[config.mk]
export PLATFORM = sky130hd
export DESIGN_NAME = sha_back
export DESIGN_NICKNAME = d
export VERILOG_FILES = /design/src/rtl/sha_pkg.sv /design/src/rtl/sha_back.sv
export SDC_FILE = /design/constraint.sdc
export NUM_CORES = 2
export LEC_CHECK = 0
export BUFFER_PORTS_ARGS = -buffer_cell sky130_fd_sc_hd__buf_4
export CAP_MARGIN = 30
export CORE_AREA = 2 2 342 344
export DETAILED_ROUTE_END_ITERATION = 7
export DIE_AREA = 0 0 344 346
export PLACE_DENSITY_LB_ADDON = 0.05
export REMOVE_ABC_BUFFERS = 1
export SETUP_SLACK_MARGIN = 0.1
export SYNTH_ARGS = -nofsm -noshare
export SYNTH_HDL_FRONTEND = slang
export SYNTH_SLANG_ARGS = --single-unit
[constraint.sdc]
create_clock -name clock -period 18.6 [get_ports clock]
set_input_delay 3.72 -clock clock [delete_from_list [all_inputs] [get_ports clock]]
set_output_delay 3.72 -clock clock [all_outputs]
set_load 0.1 [all_outputs]
[src/rtl/sha_pkg.sv]
package sha_pkg;

   localparam int WORD_W = 32;
   localparam int CNT_W = 3;
   localparam int BLOCK_WORDS = 16;
   localparam int ROUNDS = 64;
   localparam int DIGEST_WORDS = 8;
   localparam int QUEUE_DEPTH = 4;
   localparam logic [7:0] PAD_BYTE = 8'h80;
   localparam int LEN_POS = 56;

   typedef logic [WORD_W-1:0] word_type;

   // Command from the front part to the back part.
   typedef enum logic [1:0] {
      CMD_BLOCK,   // compress the block, keep going
      CMD_FINAL    // compress the block, then emit the digest
   } cmd_type;

   typedef struct packed {
      cmd_type                    cmd;
      logic [BLOCK_WORDS*WORD_W-1:0] block;
   } job_type;

   typedef enum logic [1:0] {
      BK_IDLE,
      BK_ROUND,
      BK_ADD,
      BK_EMIT
   } bk_state_type;

   typedef enum logic [1:0] {
      FR_TAKE,
      FR_PAD,
      FR_LEN
   } fr_state_type;

   function automatic word_type rotr(word_type x, int n);
      rotr = (x >> n) | (x << (WORD_W - n));
   endfunction

   function automatic word_type round_k(logic [5:0] i);
      word_type k [ROUNDS] = '{
         32'h428a2f98, 32'h71374491, 32'hb5c0fbcf, 32'he9b5dba5,
         32'h3956c25b, 32'h59f111f1, 32'h923f82a4, 32'hab1c5ed5,
         32'hd807aa98, 32'h12835b01, 32'h243185be, 32'h550c7dc3,
         32'h72be5d74, 32'h80deb1fe, 32'h9bdc06a7, 32'hc19bf174,
         32'he49b69c1, 32'hefbe4786, 32'h0fc19dc6, 32'h240ca1cc,
         32'h2de92c6f, 32'h4a7484aa, 32'h5cb0a9dc, 32'h76f988da,
         32'h983e5152, 32'ha831c66d, 32'hb00327c8, 32'hbf597fc7,
         32'hc6e00bf3, 32'hd5a79147, 32'h06ca6351, 32'h14292967,
         32'h27b70a85, 32'h2e1b2138, 32'h4d2c6dfc, 32'h53380d13,
         32'h650a7354, 32'h766a0abb, 32'h81c2c92e, 32'h92722c85,
         32'ha2bfe8a1, 32'ha81a664b, 32'hc24b8b70, 32'hc76c51a3,
         32'hd192e819, 32'hd6990624, 32'hf40e3585, 32'h106aa070,
         32'h19a4c116, 32'h1e376c08, 32'h2748774c, 32'h34b0bcb5,
         32'h391c0cb3, 32'h4ed8aa4a, 32'h5b9cca4f, 32'h682e6ff3,
         32'h748f82ee, 32'h78a5636f, 32'h84c87814, 32'h8cc70208,
         32'h90befffa, 32'ha4506ceb, 32'hbef9a3f7, 32'hc67178f2
      };
      round_k = k[i];
   endfunction

   function automatic word_type init_hash(logic [2:0] i);
      word_type h [DIGEST_WORDS] = '{
         32'h6a09e667, 32'hbb67ae85, 32'h3c6ef372, 32'ha54ff53a,
         32'h510e527f, 32'h9b05688c, 32'h1f83d9ab, 32'h5be0cd19
      };
      init_hash = h[i];
   endfunction

endpackage

[src/rtl/sha_back.sv]
module sha_back
   import sha_pkg::*;
(
   input  logic     clock,
   input  logic     reset,
   input  logic     job_valid,
   output logic     job_ready,
   input  job_type  job,
   output logic     rsp_valid,
   input  logic     rsp_ready,
   output word_type rsp_digest_word,
   output logic [2:0] rsp_digest_index,
   output logic     rsp_digest_last
);

   bk_state_type state_ff, state_in;
   word_type     h_ff [DIGEST_WORDS];
   word_type     h_in [DIGEST_WORDS];
   word_type     v_ff [DIGEST_WORDS];
   word_type     v_in [DIGEST_WORDS];
   word_type     w_ff [BLOCK_WORDS];
   word_type     w_in [BLOCK_WORDS];
   logic [5:0]   rnd_ff, rnd_in;
   logic [2:0]   idx_ff, idx_in;
   logic         fin_ff, fin_in;
   word_type     t1, t2, wn, s0, s1;

   // Rolling 16-word schedule window; w_ff[0] is the current round's word.
   always_comb begin
      s0 = rotr(w_ff[1], 7) ^ rotr(w_ff[1], 18) ^ (w_ff[1] >> 3);
      s1 = rotr(w_ff[14], 17) ^ rotr(w_ff[14], 19) ^ (w_ff[14] >> 10);
      wn = s1 + w_ff[9] + s0 + w_ff[0];
      t1 = v_ff[7] + (rotr(v_ff[4], 6) ^ rotr(v_ff[4], 11) ^ rotr(v_ff[4], 25))
         + ((v_ff[4] & v_ff[5]) ^ (~v_ff[4] & v_ff[6])) + round_k(rnd_ff) + w_ff[0];
      t2 = (rotr(v_ff[0], 2) ^ rotr(v_ff[0], 13) ^ rotr(v_ff[0], 22))
         + ((v_ff[0] & v_ff[1]) ^ (v_ff[0] & v_ff[2]) ^ (v_ff[1] & v_ff[2]));
   end

   always_comb begin
      state_in = state_ff;
      unique case (state_ff)
         BK_IDLE:  if (job_valid) state_in = BK_ROUND;
         BK_ROUND: if (rnd_ff == 6'(ROUNDS-1)) state_in = BK_ADD;
         BK_ADD:   state_in = fin_ff ? BK_EMIT : BK_IDLE;
         BK_EMIT:  if (rsp_ready && idx_ff == 3'(DIGEST_WORDS-1)) state_in = BK_IDLE;
         default:  state_in = BK_IDLE;
      endcase
   end

   always_comb begin
      h_in   = h_ff;
      v_in   = v_ff;
      w_in   = w_ff;
      rnd_in = rnd_ff;
      idx_in = idx_ff;
      fin_in = fin_ff;
      unique case (state_ff)
         BK_IDLE: begin
            if (job_valid) begin
               for (int i = 0; i < BLOCK_WORDS; i++)
                  w_in[i] = job.block[(BLOCK_WORDS-1-i)*WORD_W +: WORD_W];
               v_in   = h_ff;
               rnd_in = '0;
               fin_in = (job.cmd == CMD_FINAL);
            end
         end
         BK_ROUND: begin
            for (int i = 0; i < BLOCK_WORDS-1; i++) w_in[i] = w_ff[i+1];
            w_in[BLOCK_WORDS-1] = wn;
            v_in[7] = v_ff[6]; v_in[6] = v_ff[5]; v_in[5] = v_ff[4];
            v_in[4] = v_ff[3] + t1;
            v_in[3] = v_ff[2]; v_in[2] = v_ff[1]; v_in[1] = v_ff[0];
            v_in[0] = t1 + t2;
            rnd_in  = rnd_ff + 1'b1;
         end
         BK_ADD: begin
            for (int i = 0; i < DIGEST_WORDS; i++) h_in[i] = h_ff[i] + v_ff[i];
            idx_in = '0;
         end
         BK_EMIT: begin
            if (rsp_ready) begin
               idx_in = idx_ff + 1'b1;
               if (idx_ff == 3'(DIGEST_WORDS-1))
                  for (int i = 0; i < DIGEST_WORDS; i++) h_in[i] = init_hash(3'(i));
            end
         end
         default: ;
      endcase
   end

   assign job_ready        = state_ff == BK_IDLE;
   assign rsp_valid        = state_ff == BK_EMIT;
   assign rsp_digest_word  = h_ff[idx_ff];
   assign rsp_digest_index = idx_ff;
   assign rsp_digest_last  = idx_ff == 3'(DIGEST_WORDS-1);

   always_ff @(posedge clock) begin
      v_ff   <= v_in;
      w_ff   <= w_in;
      rnd_ff <= rnd_in;
      fin_ff <= fin_in;
      if (reset) begin
         state_ff <= BK_IDLE;
         idx_ff   <= '0;
         for (int i = 0; i < DIGEST_WORDS; i++) h_ff[i] <= init_hash(3'(i));
      end else begin
         state_ff <= state_in;
         idx_ff   <= idx_in;
         h_ff     <= h_in;
      end
   end

endmodule
# After elaboration in Yosys (flattened, before gate mapping)
# Memories as Yosys holds them, arrays and structs flattened.
# Cells that the tools add are included.
# word_totals
reg_bits,1036
mem_bits_ro,2048
out_inout_bits,38
word_cells,129
input_bits,518
mem_count,1
# memory_table
name,depth,width,read_ports,rd_ports_with_merged_regs,wr,line,source
(name not given),64,32,1,0,0,sha_pkg.sv:61,round_k = k[i];
# classes
reduce_logical,9
add_sub_neg,20
bitwise,29
magnitude_cmp,2
n_mux,21
eq_ne,11
# ops
op,count
$pmux 256 s2,2
$pmux 512 s2,1
$mux 256,3
$add 32x32->32,18
$mux 512,1
$xor 32x32->32,9
$and 32x32->32,5
$mux 32,4
$bmux 32 s3,1
$not 32->32,1
$or 10x32->32,1
$or 13x32->32,1
$or 14x32->32,1
$or 15x32->32,1
$or 19x32->32,1
$or 21x32->32,1
$or 25x32->32,1
$or 26x32->32,1
$or 30x32->32,1
$or 7x32->32,1
$xor 32x22->32,1
$xor 32x29->32,1
$pmux 6 s2,1
$mux 2,4
21 further kinds,30

# Depth between registers and ports, before layout
# logic_depth
word_depth,9
ltp_mapped,39
depth_no_buf,37

# Worst setup path after synthesis
# No wires, ideal clock.
# synth_path
kind,input to register
from,input job_valid
to,register state_ff[0]
path_buffers,0
setup_ns,0.103
cell_stages,4
path_slack_ns,4.227
required_ns,18.497
arrival_ns,14.270
path_cell_list,and2_1 > or2_2 > o21ai_0 > a21oi_1
# synth_via
elab_chain_len,2
# synth_rtl
item,line,source
"start, declared",sha_back.sv:6,"input logic job_valid,"
$ne 2x2->1 (no line),-,
$reduce_and 3->1 (no line),-,
"end signal, assigned",sha_back.sv:107,state_ff <= state_in;
"end, declared",sha_back.sv:16,"bk_state_type state_ff, state_in;"
# No other way between the ends.
# A chain may end at the register's enable or synchronous reset.

==> results.ini <==
[final_layout]
final_cell_mix = nand2_1, edfxtp_1, buf_4
layout_commonest_cell = nand2_1
drive_above_1_share_pct = 11.4
fillCellCount = 9019
multi_input_area_um2 = 39400
seqCellArea_um2 = 28500
fin_util_pct = 69.8
area_growth_pct = 13.1
nets = 9492

[drt]
drc_errors = 0
via_count = 62300
wl_per_cell_um = 24.7
antenna_left = 0
drt_iter0_drc = 8300
vias_per_cell = 6.21
drt-total-wl_mm = 247
firstDrtPassIters = 6

[synthesis]
ys_async_sr_fraction_pct = 0
yosysSeqAreaShare_pct = 40.0
yosys_warnings = 0
ys_ff_latch = 1036
synthesis.area_per_instance_um2 = 8.87
synthFlopType = edfxtp_1
netlist-cell-type-count = 83
syn_inst = 8030
syn_area_um2 = 71200
synth_edf_count = 775

[critical_path]
cp_slowest_stage_delay_ns = 0.86
path_buf_inv = 6
cp.required_ns = 19.05
cp_max_fo = 58
cp-start-kind = flip-flop
crit_type = reg -> reg
crit_slowest_cell = o311ai_0
end_kind = flip-flop
arrival_ns = 9.71
cp_common_cell = a21oi_1
cp_top_family = compound AO/OA/AOI/OAI gates

[flow_run]
cap_violations = 0

[global_routing]
grt_pass1_vias = 58300
grt_max_degree = 232
grt_overflow = 0
grtUsageTotal_pct = 40.4
grt_pass1_wl_mm = 361
antenna_found_initial = 28

[sta]
setup_viol = 0
slew_violations = 0
fin_setup_tns_ns = 0
rsz0062_at_grt = no
skew_ns = 0.0492
max_freq_mhz = 108
post-route-period-util_pct = 49.7
finalCriticalPeriod_ns = 9.25
hold_violations = 0
worst_pin_slew_ns = 1.20
slew_headroom_pct = 19.7

[die]
rows = 125
die_width_um = 344
io_pins = 556
die_area_um2 = 119000
core_area_um2 = 115000
initial_core_util_pct = 61.7
die_h_um = 346

[clock_network]
cts_root_buf = clkbuf_16
htreeDepth = 3
path_clk_slew_ns = 0.06
cts.path.max_buffers = 3
cts_hold_buf = 0
cts_resized = 0
post_cts_buffers = 0
cts_tree = done
cts_sinks = 1036
cts_made_buffers = 114
clk_latency_ns = 0.75

[placement]
port_buffers = 555
gp_congestion = 1.02
hpwl_mm = 183

[status]
status = finished, final reports clean

[min_path]
hold_path.class = reg -> reg

[synthesized netlist by cell type, types with 23 or more instances]
cell type / n / area, µm²
or3_1: 32 / 200
nand4_1: 28 / 175
dfxtp_1: 261 / 5230
fa_1: 197 / 3940
a22oi_1: 59 / 443
inv_1: 492 / 1850
o21ai_0: 410 / 2050
o21bai_1: 55 / 413
ha_1: 397 / 4970
o22ai_1: 74 / 463
clkbuf_1: 364 / 1370
xor2_1: 263 / 2300
nand3_1: 69 / 345
nor2b_1: 50 / 313
a21o_1: 205 / 1540
buf_1: 38 / 143
nand2_1: 2379 / 8930
nand2b_1: 122 / 763
o211ai_1: 24 / 180
nor3_1: 94 / 470
mux2_2: 30 / 338
mux4_2: 73 / 1640
a31oi_1: 36 / 225
o21a_1: 44 / 330
nor2_1: 352 / 1320
o31ai_1: 23 / 173
xnor2_1: 324 / 2840
and3_1: 30 / 188
edfxtp_1: 775 / 23300
a21oi_1: 409 / 2050
a211oi_1: 36 / 270
[worst register-to-register path, delay by kind of cell, from the launching register on]
family | cells | cell delay (ns)
AND/OR/NAND/NOR | 2 | 0.24
flip-flops | 1 | 0.32
AO/OA/AOI/OAI | 18 | 4.93
buffers and inverters | 6 | 1.19
XOR/XNOR | 2 | 0.37
adder cells (fa/ha/maj) | 5 | 1.92
[flip-flops by register name, summed over array words and instances, names as in the netlist]
register,cells
rsp_digest_index,3
fin_ff,1
state_ff,2
w_ff,512
v_ff,256
h_ff,256
rnd_ff,6
[final timing paths]
kind,depth (start not counted),slack (ns),endpoint,from
worst max register to register,33,9.35,v_ff[253]$_DFFE_PP_,rnd_ff[2]$_SDFFCE_PN0P_
worst min-delay path,2,0.48,w_ff[168]$_DFFE_PP_,w_ff[136]$_DFFE_PP_
worst min register to register,2,0.48,w_ff[168]$_DFFE_PP_,w_ff[136]$_DFFE_PP_
worst max-delay path,33,9.35,v_ff[253]$_DFFE_PP_,rnd_ff[2]$_SDFFCE_PN0P_
[cell type report]
| class | instances | area share [%] |
|---|---|---|
| multi-input combinational | 6098 | 48.9 |
| sequential | 1036 | 35.4 |
| tap | 1524 | 2.37 |
| clock buffer | 142 | 3.82 |
| inverter | 494 | 2.30 |
| antenna | 26 | 0.0808 |
| timing repair buffer | 636 | 6.07 |
| clock inverter | 74 | 1.02 |
[stage by stage]
step | std cells | worst slack (ns) | instance area (µm²) | hold slack [ns]
floorplan | 7628 | -12.96 | 69700 | 0.453
global placement | 9781 | 9.28 | 76500 | 0.470
detailed placement | 9787 | 9.71 | 76500 | 0.483
CTS | 10000 | 9.68 | 80400 | 0.491
global route | 10000 | 8.97 | 80500 | 0.492
finish | 10000 | 9.35 | 80500 | 0.483
[cells by family after synthesis]
group | count (synthesis) | share of synthesized area, %
flip-flops | 1036 | 40.0
AND/OR/NAND/NOR | 3237 | 18.7
multiplexers | 121 | 3.04
buffers and inverters | 896 | 4.72
adder cells (fa/ha/maj) | 596 | 12.5
AO/OA/AOI/OAI | 1557 | 13.8
XOR/XNOR | 587 | 7.22
[routing by layer]
layer	GRT usage, %	wire length, µm
met2	59.5	109000
met1	56.5	97700
met5	0	0
met3	9.31	28900
met4	18.6	11900
Power is not shown: default switching activity piles up to over one toggle a cycle in this logic, so the estimate is an artifact.
